File: src/rtl/kmi_pkg.sv
// Package for the keyboard matrix interface: register offsets, masks,
// opcodes, queued command codes and the command word type.
// No dependencies.
package kmi_pkg;

    localparam logic [31:0] BLOCK_BASE    = 32'h0B00_0180;
    localparam logic [31:0] OFF_LAST_WORD = 32'h0000_000A;
    localparam logic [31:0] OFF_SCANREP   = 32'h0000_0010;
    localparam logic [31:0] OFF_SCANSTAT  = 32'h0000_0012;
    localparam logic [31:0] OFF_TIMING_A  = 32'h0000_0014;
    localparam logic [31:0] OFF_TIMING_B  = 32'h0000_0016;
    localparam logic [31:0] OFF_CAUSES    = 32'h0000_0018;
    localparam logic [31:0] OFF_TIMING_C  = 32'h0000_001C;
    localparam logic [31:0] OFF_TIMING_D  = 32'h0000_001E;

    localparam logic [15:0] SCANREP_MASK  = 16'h83FF;
    localparam int          SCAN_EN_BIT   = 15;
    localparam logic [2:0]  CAUSE_MASK    = 3'b111;
    localparam logic [2:0]  CAUSE_DATRDY  = 3'b010;

    localparam logic [7:0]  KEY_COUNT     = 8'd96;
    localparam int          MATRIX_WORDS  = 6;
    localparam int          WORD_W        = $clog2(MATRIX_WORDS);

    localparam logic [1:0]  OP_READ  = 2'd0;
    localparam logic [1:0]  OP_WRITE = 2'd1;
    localparam logic [1:0]  OP_KEY   = 2'd2;

    localparam logic [3:0]  CMD_ERR      = 4'd0;
    localparam logic [3:0]  CMD_RD_MAT   = 4'd1;
    localparam logic [3:0]  CMD_RD_SCAN  = 4'd2;
    localparam logic [3:0]  CMD_RD_STAT  = 4'd3;
    localparam logic [3:0]  CMD_RD_CAUSE = 4'd4;
    localparam logic [3:0]  CMD_WR_SCAN  = 4'd5;
    localparam logic [3:0]  CMD_WR_CAUSE = 4'd6;
    localparam logic [3:0]  CMD_WR_NOP   = 4'd7;
    localparam logic [3:0]  CMD_KEY      = 4'd8;

    typedef struct packed {
        logic [3:0]        kind;
        logic [15:0]       data;
        logic [WORD_W-1:0] word;
        logic [3:0]        bit_sel;
        logic              pressed;
    } t_cmd;

endpackage

File: src/rtl/kmi_front.sv
// Front end: accepts input words, decodes address or key index into a
// queued command. Depends on kmi_pkg.
module kmi_front
    import kmi_pkg::*;
(
    input  logic        i_in_valid,
    output logic        o_in_stall,
    input  logic [1:0]  i_opcode,
    input  logic [31:0] i_bus_address,
    input  logic [15:0] i_write_data,
    input  logic [7:0]  i_key_index,
    input  logic        i_key_pressed,
    input  logic        i_q_full,
    output logic        o_push,
    output t_cmd        o_cmd
);

    logic [31:0] w_off;

    assign w_off      = i_bus_address - BLOCK_BASE;
    assign o_in_stall = i_q_full;
    assign o_push     = i_in_valid && !i_q_full;

    always_comb begin
        o_cmd         = '0;
        o_cmd.kind    = CMD_ERR;
        o_cmd.data    = i_write_data;
        o_cmd.pressed = i_key_pressed;
        o_cmd.bit_sel = i_key_index[3:0];
        unique case (i_opcode)
            OP_READ: begin
                o_cmd.word = w_off[WORD_W:1];
                if (w_off <= OFF_LAST_WORD && !w_off[0]) begin
                    o_cmd.kind = CMD_RD_MAT;
                end else begin
                    unique case (w_off) inside
                        OFF_SCANREP:  o_cmd.kind = CMD_RD_SCAN;
                        OFF_SCANSTAT: o_cmd.kind = CMD_RD_STAT;
                        OFF_CAUSES:   o_cmd.kind = CMD_RD_CAUSE;
                        default:      o_cmd.kind = CMD_ERR;
                    endcase
                end
            end
            OP_WRITE: begin
                unique case (w_off) inside
                    OFF_SCANREP: o_cmd.kind = CMD_WR_SCAN;
                    OFF_CAUSES:  o_cmd.kind = CMD_WR_CAUSE;
                    OFF_TIMING_A, OFF_TIMING_B, OFF_TIMING_C, OFF_TIMING_D:
                                 o_cmd.kind = CMD_WR_NOP;
                    default:     o_cmd.kind = CMD_ERR;
                endcase
            end
            OP_KEY: begin
                o_cmd.word = i_key_index[WORD_W+3:4];
                if (i_key_index < KEY_COUNT) begin
                    o_cmd.kind = CMD_KEY;
                end
            end
            default: o_cmd.kind = CMD_ERR;
        endcase
    end

endmodule

File: src/rtl/kmi_queue.sv
// Two-entry command queue between front end and back end.
// Depends on kmi_pkg.
module kmi_queue
    import kmi_pkg::*;
(
    input  logic i_clk,
    input  logic i_rst_n,
    input  logic i_push,
    input  t_cmd i_cmd,
    output logic o_full,
    output logic o_valid,
    input  logic i_pop,
    output t_cmd o_cmd
);

    t_cmd       r_mem [2];
    logic       r_wr_ptr;
    logic       r_rd_ptr;
    logic [1:0] r_count;
    logic       n_wr_ptr;
    logic       n_rd_ptr;
    logic [1:0] n_count;

    assign o_full  = r_count == 2'd2;
    assign o_valid = r_count != 2'd0;
    assign o_cmd   = r_mem[r_rd_ptr];

    always_comb begin
        n_wr_ptr = i_push ? !r_wr_ptr : r_wr_ptr;
        n_rd_ptr = i_pop ? !r_rd_ptr : r_rd_ptr;
        n_count  = r_count + {1'b0, i_push} - {1'b0, i_pop};
    end

    always_ff @(posedge i_clk) begin
        if (!i_rst_n) begin
            r_wr_ptr <= 1'b0;
            r_rd_ptr <= 1'b0;
            r_count  <= 2'd0;
        end else begin
            r_wr_ptr <= n_wr_ptr;
            r_rd_ptr <= n_rd_ptr;
            r_count  <= n_count;
        end
    end

    always_ff @(posedge i_clk) begin
        if (i_push) begin
            r_mem[r_wr_ptr] <= i_cmd;
        end
    end

    a_no_overflow: assert property (@(posedge i_clk) disable iff (!i_rst_n)
        i_push |-> !o_full) else $error("queue push while full");
    a_no_underflow: assert property (@(posedge i_clk) disable iff (!i_rst_n)
        i_pop |-> o_valid) else $error("queue pop while empty");
    a_count_range: assert property (@(posedge i_clk) disable iff (!i_rst_n)
        r_count != 2'd3) else $error("queue count out of range");

endmodule

File: src/rtl/kmi_back.sv
// Back end: executes queued commands against the key matrix, scan/repeat
// and cause registers; holds the result word. Depends on kmi_pkg.
module kmi_back
    import kmi_pkg::*;
(
    input  logic        i_clk,
    input  logic        i_rst_n,
    input  logic        i_q_valid,
    input  t_cmd        i_cmd,
    output logic        o_pop,
    output logic        o_out_valid,
    input  logic        i_out_stall,
    output logic [15:0] o_read_data,
    output logic        o_access_error,
    output logic [2:0]  o_interrupt_causes
);

    logic [15:0] r_matrix [MATRIX_WORDS];
    logic [15:0] r_scan;
    logic [2:0]  r_causes;
    logic        r_out_valid;
    logic [15:0] r_rdata;
    logic        r_err;
    logic [2:0]  r_out_causes;

    logic [15:0] n_word;
    logic [15:0] n_scan;
    logic [2:0]  n_causes;
    logic [15:0] n_rdata;
    logic        n_err;
    logic        n_wr_word;
    logic        w_load;
    logic [15:0] w_cur;
    logic [15:0] w_mask;

    assign w_load = !r_out_valid || !i_out_stall;
    assign o_pop  = i_q_valid && w_load;
    assign w_cur  = r_matrix[i_cmd.word];
    assign w_mask = 16'd1 << i_cmd.bit_sel;

    always_comb begin
        n_word    = w_cur;
        n_scan    = r_scan;
        n_causes  = r_causes;
        n_rdata   = '0;
        n_err     = 1'b0;
        n_wr_word = 1'b0;
        unique case (i_cmd.kind)
            CMD_RD_MAT:   n_rdata = w_cur;
            CMD_RD_SCAN:  n_rdata = r_scan;
            CMD_RD_STAT:  n_rdata = {15'd0, r_scan[SCAN_EN_BIT]};
            CMD_RD_CAUSE: n_rdata = {13'd0, r_causes};
            CMD_WR_SCAN:  n_scan = i_cmd.data & SCANREP_MASK;
            CMD_WR_CAUSE: n_causes = r_causes & ~(i_cmd.data[2:0] & CAUSE_MASK);
            CMD_WR_NOP:   n_err = 1'b0;
            CMD_KEY: begin
                if (((w_cur & w_mask) != '0) != i_cmd.pressed) begin
                    n_wr_word = 1'b1;
                    n_word    = i_cmd.pressed ? (w_cur | w_mask) : (w_cur & ~w_mask);
                    if (r_scan[SCAN_EN_BIT]) begin
                        n_causes = r_causes | CAUSE_DATRDY;
                    end
                end
            end
            default: n_err = 1'b1;
        endcase
    end

    always_ff @(posedge i_clk) begin
        if (!i_rst_n) begin
            for (int i = 0; i < MATRIX_WORDS; i++) begin
                r_matrix[i] <= '0;
            end
            r_scan      <= '0;
            r_causes    <= '0;
            r_out_valid <= 1'b0;
        end else begin
            if (w_load) begin
                r_out_valid <= i_q_valid;
            end
            if (o_pop) begin
                r_scan   <= n_scan;
                r_causes <= n_causes;
                if (n_wr_word) begin
                    r_matrix[i_cmd.word] <= n_word;
                end
            end
        end
    end

    always_ff @(posedge i_clk) begin
        if (o_pop) begin
            r_rdata      <= n_rdata;
            r_err        <= n_err;
            r_out_causes <= n_causes;
        end
    end

    assign o_out_valid        = r_out_valid;
    assign o_read_data        = r_rdata;
    assign o_access_error     = r_err;
    assign o_interrupt_causes = r_out_causes;

    a_only_datrdy: assert property (@(posedge i_clk) disable iff (!i_rst_n)
        !r_causes[0] && !r_causes[2]) else $error("unexpected cause bit set");
    a_scan_masked: assert property (@(posedge i_clk) disable iff (!i_rst_n)
        r_scan[14:10] == 5'd0) else $error("scan/repeat reserved bits set");
    a_err_no_data: assert property (@(posedge i_clk) disable iff (!i_rst_n)
        (o_out_valid && o_access_error) |-> o_read_data == 16'd0)
        else $error("error word carries read data");
    a_datrdy_src: assert property (@(posedge i_clk) disable iff (!i_rst_n)
        $rose(r_causes[1]) |-> $past(o_pop && i_cmd.kind == CMD_KEY && r_scan[SCAN_EN_BIT]))
        else $error("data-ready set without key change");

endmodule

File: src/rtl/keyboard_matrix_interface_top.sv
// Keyboard matrix interface top: front decode, two-entry queue, back end.
// Words are queued, then the back end registers each result; one word per cycle is
// taken unless the queue is full, one command retired a cycle unless output stalls.
// Reset: synchronous active low; clears matrix, scan/repeat, causes, queue.
// Depends on kmi_pkg, kmi_front, kmi_queue, kmi_back.
module keyboard_matrix_interface_top
    import kmi_pkg::*;
(
    input  logic        i_clk,
    input  logic        i_rst_n,
    input  logic        i_in_valid,
    output logic        o_in_stall,
    input  logic [1:0]  i_opcode,
    input  logic [31:0] i_bus_address,
    input  logic [15:0] i_write_data,
    input  logic [7:0]  i_key_index,
    input  logic        i_key_pressed,
    output logic        o_out_valid,
    input  logic        i_out_stall,
    output logic [15:0] o_read_data,
    output logic        o_access_error,
    output logic [2:0]  o_interrupt_causes
);

    t_cmd w_front_cmd;
    t_cmd w_q_cmd;
    logic w_push;
    logic w_full;
    logic w_q_valid;
    logic w_pop;

    kmi_front u_front (
        .i_in_valid    (i_in_valid),
        .o_in_stall    (o_in_stall),
        .i_opcode      (i_opcode),
        .i_bus_address (i_bus_address),
        .i_write_data  (i_write_data),
        .i_key_index   (i_key_index),
        .i_key_pressed (i_key_pressed),
        .i_q_full      (w_full),
        .o_push        (w_push),
        .o_cmd         (w_front_cmd)
    );

    kmi_queue u_queue (
        .i_clk   (i_clk),
        .i_rst_n (i_rst_n),
        .i_push  (w_push),
        .i_cmd   (w_front_cmd),
        .o_full  (w_full),
        .o_valid (w_q_valid),
        .i_pop   (w_pop),
        .o_cmd   (w_q_cmd)
    );

    kmi_back u_back (
        .i_clk              (i_clk),
        .i_rst_n            (i_rst_n),
        .i_q_valid          (w_q_valid),
        .i_cmd              (w_q_cmd),
        .o_pop              (w_pop),
        .o_out_valid        (o_out_valid),
        .i_out_stall        (i_out_stall),
        .o_read_data        (o_read_data),
        .o_access_error     (o_access_error),
        .o_interrupt_causes (o_interrupt_causes)
    );

endmodule
File: config.mk
export PLATFORM = sky130hd
export DESIGN_NAME = keyboard_matrix_interface_top
export DESIGN_NICKNAME = d
export VERILOG_FILES = /design/src/rtl/kmi_pkg.sv /design/src/rtl/kmi_front.sv /design/src/rtl/kmi_queue.sv /design/src/rtl/kmi_back.sv /design/src/rtl/keyboard_matrix_interface_top.sv
export SDC_FILE = /design/constraint.sdc
export NUM_CORES = 1
export LEC_CHECK = 0
export ABC_AREA = 1
export BUFFER_PORTS_ARGS = -buffer_cell sky130_fd_sc_hd__buf_2
export CORE_MARGIN = 5
export CORE_UTILIZATION = 30
export DETAILED_ROUTE_END_ITERATION = 10
export SLEW_MARGIN = 20
export SYNTH_ARGS = -nofsm -noshare
export SYNTH_HDL_FRONTEND = slang
export SYNTH_SLANG_ARGS = --single-unit
File: constraint.sdc
create_clock -name i_clk -period 11.7 [get_ports i_clk]
set_clock_uncertainty 0.05 [all_clocks]
set_input_delay 2.34 -clock i_clk [delete_from_list [all_inputs] [get_ports i_clk]]
set_output_delay 2.34 -clock i_clk [all_outputs]
set_load 0.03 [all_outputs]
==> flow_summary.ini, run 1 <==
[cells_and_area]
diodes = 0
layout_common_cells = nand2_1, edfxtp_1, inv_1
final_util_pct = 34.6
layout_commonest_cell = nand2_1
drive_above_1_share_pct = 14.5
postLayoutCellArea_um2 = 12300
multiInputGateArea_um2 = 3510
register_area_um2 = 6230
nFillCells = 3609
area_growth_pct = 14.4
final_nets = 1314

[critical_path]
cp_top_family = simple AND/OR/NAND/NOR gates
path_max_fanout = 68
crit_top_cell = nand2_1
cp_data_required_time_ns = 11.78
crit_path_top_delay_cell = nand2_4
crit_buf_inv = 2
cp_cell_sequence = buf_4 -> inv_1 -> nand2_2 -> nand2_4 -> nand2_1 -> nand3_1 -> nand3_1 -> nand3_1 -> nand2_1 -> nor2_1 -> nand2_2 -> nor2_4 -> nand2_1 -> nand2_2 -> nand3_2 -> nor2_4 -> nand3_4 -> nand2_1
cp_slowest_stage_delay_ns = 0.77
start_kind = flip-flop
path_class = reg2reg
cp.arrival_ns = 6.09
cp-end-kind = flip-flop

[clocking]
cts_tree = done
clock_sinks = 214
post-cts-setup-buffers = 0
cts_hold_buf = 0
root_buffer = clkbuf_16
cts_buffer_depth = 3
worstSkewPairLatency_ns = 0.51
cts_buffers = 25
h-tree-depth = 1
cts-resized-gates = 0
clkTransAtPathRegs_ns = 0.06

[route]
route.detailed.drc = 0
drt_iter0_drc = 610
wirelength_um = 26700
vias = 8156
ant_nets = 0
drt-pass1-iter-count = 5
wl_per_cell_um = 15.5
avgViaCountPerCell = 4.72

[grt]
grt.total_usage_pct = 13.2
grt_max_degree = 69
grt_pass1_vias = 7700
grt_first_pass_wirelength_um = 41600
grt_remaining_overflow = 0
antenna_found_initial = 0

[placed_design]
place.port_buffers = 79
hpwl_um = 17600
place_area_um2 = 11500
place_congestion = 0.885

[power_and_ir_drop]
p_per_area_nw_per_um2 = 211
pwr-share-seq_pct = 37.1
internal_power_mw = 1.58
power.switching_mw = 0.999
max-vdd-ir-drop_mv = 0.108
combPwrFrac_pct = 35.3
p_leak_nw = 5.06
swShare_pct = 38.7
clkPwrFrac_pct = 27.6

[yosys]
netlist_instances = 1176
synth_cell_types = 44
syn_area_um2 = 10700
ys_seq_area_share_pct = 58.1
syn_avg_cell_area_um2 = 9.11
synth_nets = 1242
yosys.area.top_type_share_pct = 54.4
ys_seq_elements = 214
yosys.area.top_type = edfxtp_1
synth_warnings = 0
synth.area.top_cells = edfxtp_1, nand2_1, nand3_1

[outcome]
outcome = finished, final reports clean

[die]
rows = 69
die_h_um = 199
die_area_um2 = 39600
ios = 85
start_util_pct = 30.3
core_um2 = 35400
die_w_um = 199

[sta]
fin_tns_setup_ns = 0
setup_violations = 0
min_period_ns = 6.01
relSlewSlack_pct = 29.9
worst_pin_slew_ns = 1.05
drv_slew = 0
min_period_over_period_pct = 51.4
rsz0062_at_grt = no
hold_viol = 0
fmax_mhz = 166

[hold_path]
hold_path_class = reg2reg

[run]
drv_cap = 0
==> metrics by stage <==
step                worst slack, ns  hold slack, ns  total power [mW]  cells
floorplan                      6.26           0.376              1.64   1176
global placement               5.75           0.386              1.86   1680
detailed placement             5.65           0.402              1.88   1680
CTS                            5.62           0.409              2.59   1725
global route                   5.18           0.427              2.73   1727
finish                         5.69           0.405              2.58   1727
==> power by group through the flow <==
stage | registers [mW] | clock network (mW) | logic (mW)
2_1_floorplan | 1.03 | 0 | 0.604
3_3_place_gp | 0.973 | 0 | 0.887
3_5_place_dp | 0.974 | 0 | 0.902
4_1_cts | 0.959 | 0.724 | 0.906
5_1_grt | 0.966 | 0.757 | 1.01
6_report | 0.958 | 0.711 | 0.911
==> sequential cells by signal, indices dropped and copies added, names as in the netlist, 2 cells and up, named ones only <==
signal                     count
u_back.r_scan                 11
u_back.r_causes                3
u_queue.r_count                2
u_back.r_matrix              128
u_back.o_read_data            16
u_queue.r_mem                 46
u_back.o_interrupt_causes      3
==> worst register-to-register path, delay by kind of cell (launching register included) <==
kind                   cells  cell delay (ns)
and+or+nand+nor           16             4.45
buffers and inverters      2             0.84
DFF                        1             0.30
==> Yosys cell counts <==
cell       count
o2111ai_1      1
nand4_1       12
o311ai_0       3
o21ai_2        1
buf_6         13
nor4_1         2
dfxtp_1       20
nand3_2        2
o211a_1        1
nor3_2         1
nand4_4        1
clkbuf_1      11
xnor2_1        2
or2_2          6
or2_1          2
o211ai_1       2
nand2_1      258
nor2_1       146
ha_1           3
nand2_2        5
edfxtp_1     194
inv_1        177
o21ai_1        4
a21o_1         1
a21oi_1       15
and3_1         1
nand3_1      144
inv_2          8
nand2_4        2
buf_4          5
buf_2         16
o21ai_0       52
nor2_2        17
nand3b_1       9
nor2_4         4
clkinv_1       1
mux2i_1        3
nor3_1         8
nor4_2         1
buf_8          1
a31oi_1        8
xor2_1         3
nand3_4        4
a211oi_1       6
==> final timing paths <==
check / startpoint / end / slack (ns) / cells after the start
hold reg to reg: u_queue.r_rd_ptr / flip-flop / 0.41 / 1
hold / removal: u_queue.r_rd_ptr / flip-flop / 0.41 / 1
setup / recovery: flip-flop / u_back.r_matrix[3][10] / 5.69 / 18
setup reg to reg: flip-flop / u_back.r_matrix[3][10] / 5.69 / 18
==> routing by layer <==
layer	share of wire, %	global-route usage, %	vias up
met1	45	18.2	3860
met5	0	0	-
met3	5.4	1.63	44
li1	-	-	4009
met2	47	21.8	243
met4	2.8	4.13	0
==> area by class of cell <==
class,count,area share (%)
multi-input combinational,730,28.6
clock buffer,34,5.46
inverter,186,5.70
sequential,214,50.8
timing repair buffer,91,4.08
clock inverter,11,0.633
tap,461,4.71
==> cell families after synthesis <==
kind of cell | share of synthesized area [%]
AO/OA/AOI/OAI | 4.92
flip-flops | 58.1
adder cells (fa/ha/maj) | 0.351
XOR/XNOR | 0.409
buffers and inverters | 9.51
multiplexers | 0.280
AND/OR/NAND/NOR | 26.4
(Power assumes the default switching activity.)
==> run 2: changes to the inputs <==
==> constraint.sdc (replaced) <==
create_clock -name i_clk -period 5.5 [get_ports i_clk]
set_clock_uncertainty 0.05 [all_clocks]
set_input_delay 1.1 -clock i_clk [delete_from_list [all_inputs] [get_ports i_clk]]
set_output_delay 1.1 -clock i_clk [all_outputs]
set_load 0.03 [all_outputs]
==> flow_summary.ini, run 2 (same netlist as run 1, synthesis figures left out) <==
[cells_and_area]
drive_above_1_share_pct = 15.3
diodes = 0
postLayoutCellArea_um2 = 12400
largest_register_ffs = 128
final_nets = 1326
layout_common_cells = nand2_1, edfxtp_1, inv_1
layout_commonest_cell = nand2_1
final_util_pct = 35.0
area_growth_pct = 15.8
regMostFlops = u_back.r_matrix

[placed_design]
hpwl_um = 18200
place_congestion = 0.908
pre_cts_ws_ns = 0.817
place_area_um2 = 11600
place.port_buffers = 79

[critical_path]
cp_data_required_time_ns = 5.58
cp_slowest_stage_delay_ns = 0.68
worst_r2r_path_depth = 19
path_class = reg2reg
rrSetupSlack_ns = 0.83
cp.arrival_ns = 4.76
crit_top_cell = nand2_1
cp-end-kind = flip-flop
crit_buf_inv = 2
cp_cell_sequence = buf_4 -> inv_1 -> nand2_2 -> nand2_4 -> nand2_1 -> o21ai_0 -> nand2_1 -> nand3_1 -> nand3_1 -> nand2_1 -> nor2_1 -> nand2_1 -> nor2_4 -> nand2_1 -> nand2_2 -> nand3_2 -> nor2_4 -> nand3_4 -> nand2_1
cp_top_family = simple AND/OR/NAND/NOR gates
crit_path_top_delay_cell = nand2_1
r2r_end = u_back.r_matrix[2][6]
start_kind = flip-flop
path_max_fanout = 68

[die]
start_util_pct = 30.3
die_h_um = 199
die_area_um2 = 39600
rows = 69
ios = 85
die_w_um = 199
core_um2 = 35400

[grt]
grt_remaining_overflow = 0
antenna_found_initial = 0
grt_first_pass_wirelength_um = 42100
grt_max_degree = 69
grt_pass1_vias = 7853
grt.total_usage_pct = 13.3

[clocking]
clock_sinks = 214
h-tree-depth = 1
worstSkewPairLatency_ns = 0.51
post-cts-setup-buffers = 0
cts-resized-gates = 0
root_buffer = clkbuf_16
cts_buffers = 25
cts_tree = done
cts_hold_buf = 0
clkTransAtPathRegs_ns = 0.05
cts_buffer_depth = 3

[route]
drt-pass1-iter-count = 5
wirelength_um = 26900
route.detailed.drc = 0
vias = 8140
drt_iter0_drc = 637
avgViaCountPerCell = 4.68
ant_nets = 0
wl_per_cell_um = 15.5

[outcome]
outcome = finished, final reports clean

[power_and_ir_drop]
internal_power_mw = 3.49
power.total_mw = 5.62
pwr-share-seq_pct = 36.3
p_per_area_nw_per_um2 = 453
combPwrFrac_pct = 34.9
clkPwrFrac_pct = 28.9
swShare_pct = 37.9
power.switching_mw = 2.13
p_leak_nw = 5.14
max-vdd-ir-drop_mv = 0.267

[sta]
drv_slew = 0
hold_viol = 0
setup_violations = 0
rsz0062_at_grt = no
fmax_mhz = 214
worst_pin_slew_ns = 1.10
min_period_over_period_pct = 84.9
min_period_ns = 4.67
fin_tns_setup_ns = 0
relSlewSlack_pct = 26.3
fin_ws_ns = 0.828

[hold_path]
min_from = u_queue.r_rd_ptr
worstHoldEndpoint = u_queue.r_rd_ptr
hold_depth = 1
hold_path_class = reg2reg

[run]
drv_cap = 0
-- run 2: cell types whose count changed in the layout (fill, tap and decap cells not counted) --
| cell | delta |
|---|---|
| clkbuf_1 | +2 |
| clkinv_2 | -5 |
| clkinv_4 | +1 |
| buf_4 | +13 |
| clkbuf_8 | +2 |
| clkbuf_16 | +1 |
| clkinv_1 | -2 |
| bufinv_16 | +1 |
| buf_8 | -1 |
-- run 2: per-stage QoR --
step           instances  hold slack [ns]
3_5_place_dp        1693            0.404
2_1_floorplan       1176            0.376
5_1_grt             1739            0.436
6_report            1739            0.419
3_3_place_gp        1693            0.385
4_1_cts             1738            0.412
-- run 2: routing by layer --
metal  share of wire [%]  track usage (%)  vias up
li1                    -                -     4034
met1                  44             18.3     3811
met2                  47             22.3      255
met3                 6.9             1.76       40
met4                 2.4             3.60        0
met5                   0                0        -
-- run 2: final cells by class --
| class | instances | area, µm² |
|---|---|---|
| clock inverter | 6 | 83.8 |
| timing repair buffer | 103 | 583 |
| sequential | 214 | 6230 |
| fill | 3610 | 23000 |
| inverter | 186 | 698 |
| multi-input combinational | 730 | 3510 |
| clock buffer | 39 | 729 |
| tap | 461 | 577 |
-- run 2: worst max path at each step --
stage / start / to / cells after the start
final: flip-flop / u_back.r_matrix[2][6] / 19
after global routing: flip-flop / u_back.r_matrix[2][2] / 19
after CTS: flip-flop / u_back.r_matrix[2][10] / 19
after detailed placement: flip-flop / u_back.r_matrix[2][5] / 19
after global placement: flip-flop / u_back.r_matrix[2][5] / 19
after floorplan: i_out_stall / u_back.r_matrix[6][0] / 6
-- run 2: power groups by stage --
stage	registers, mW	clock network, mW	logic, mW
finish	2.04	1.62	1.96
detailed placement	2.08	0	1.96
global placement	2.07	0	1.92
floorplan	2.20	0	1.28
global route	2.05	1.72	2.16
CTS	2.04	1.65	1.96
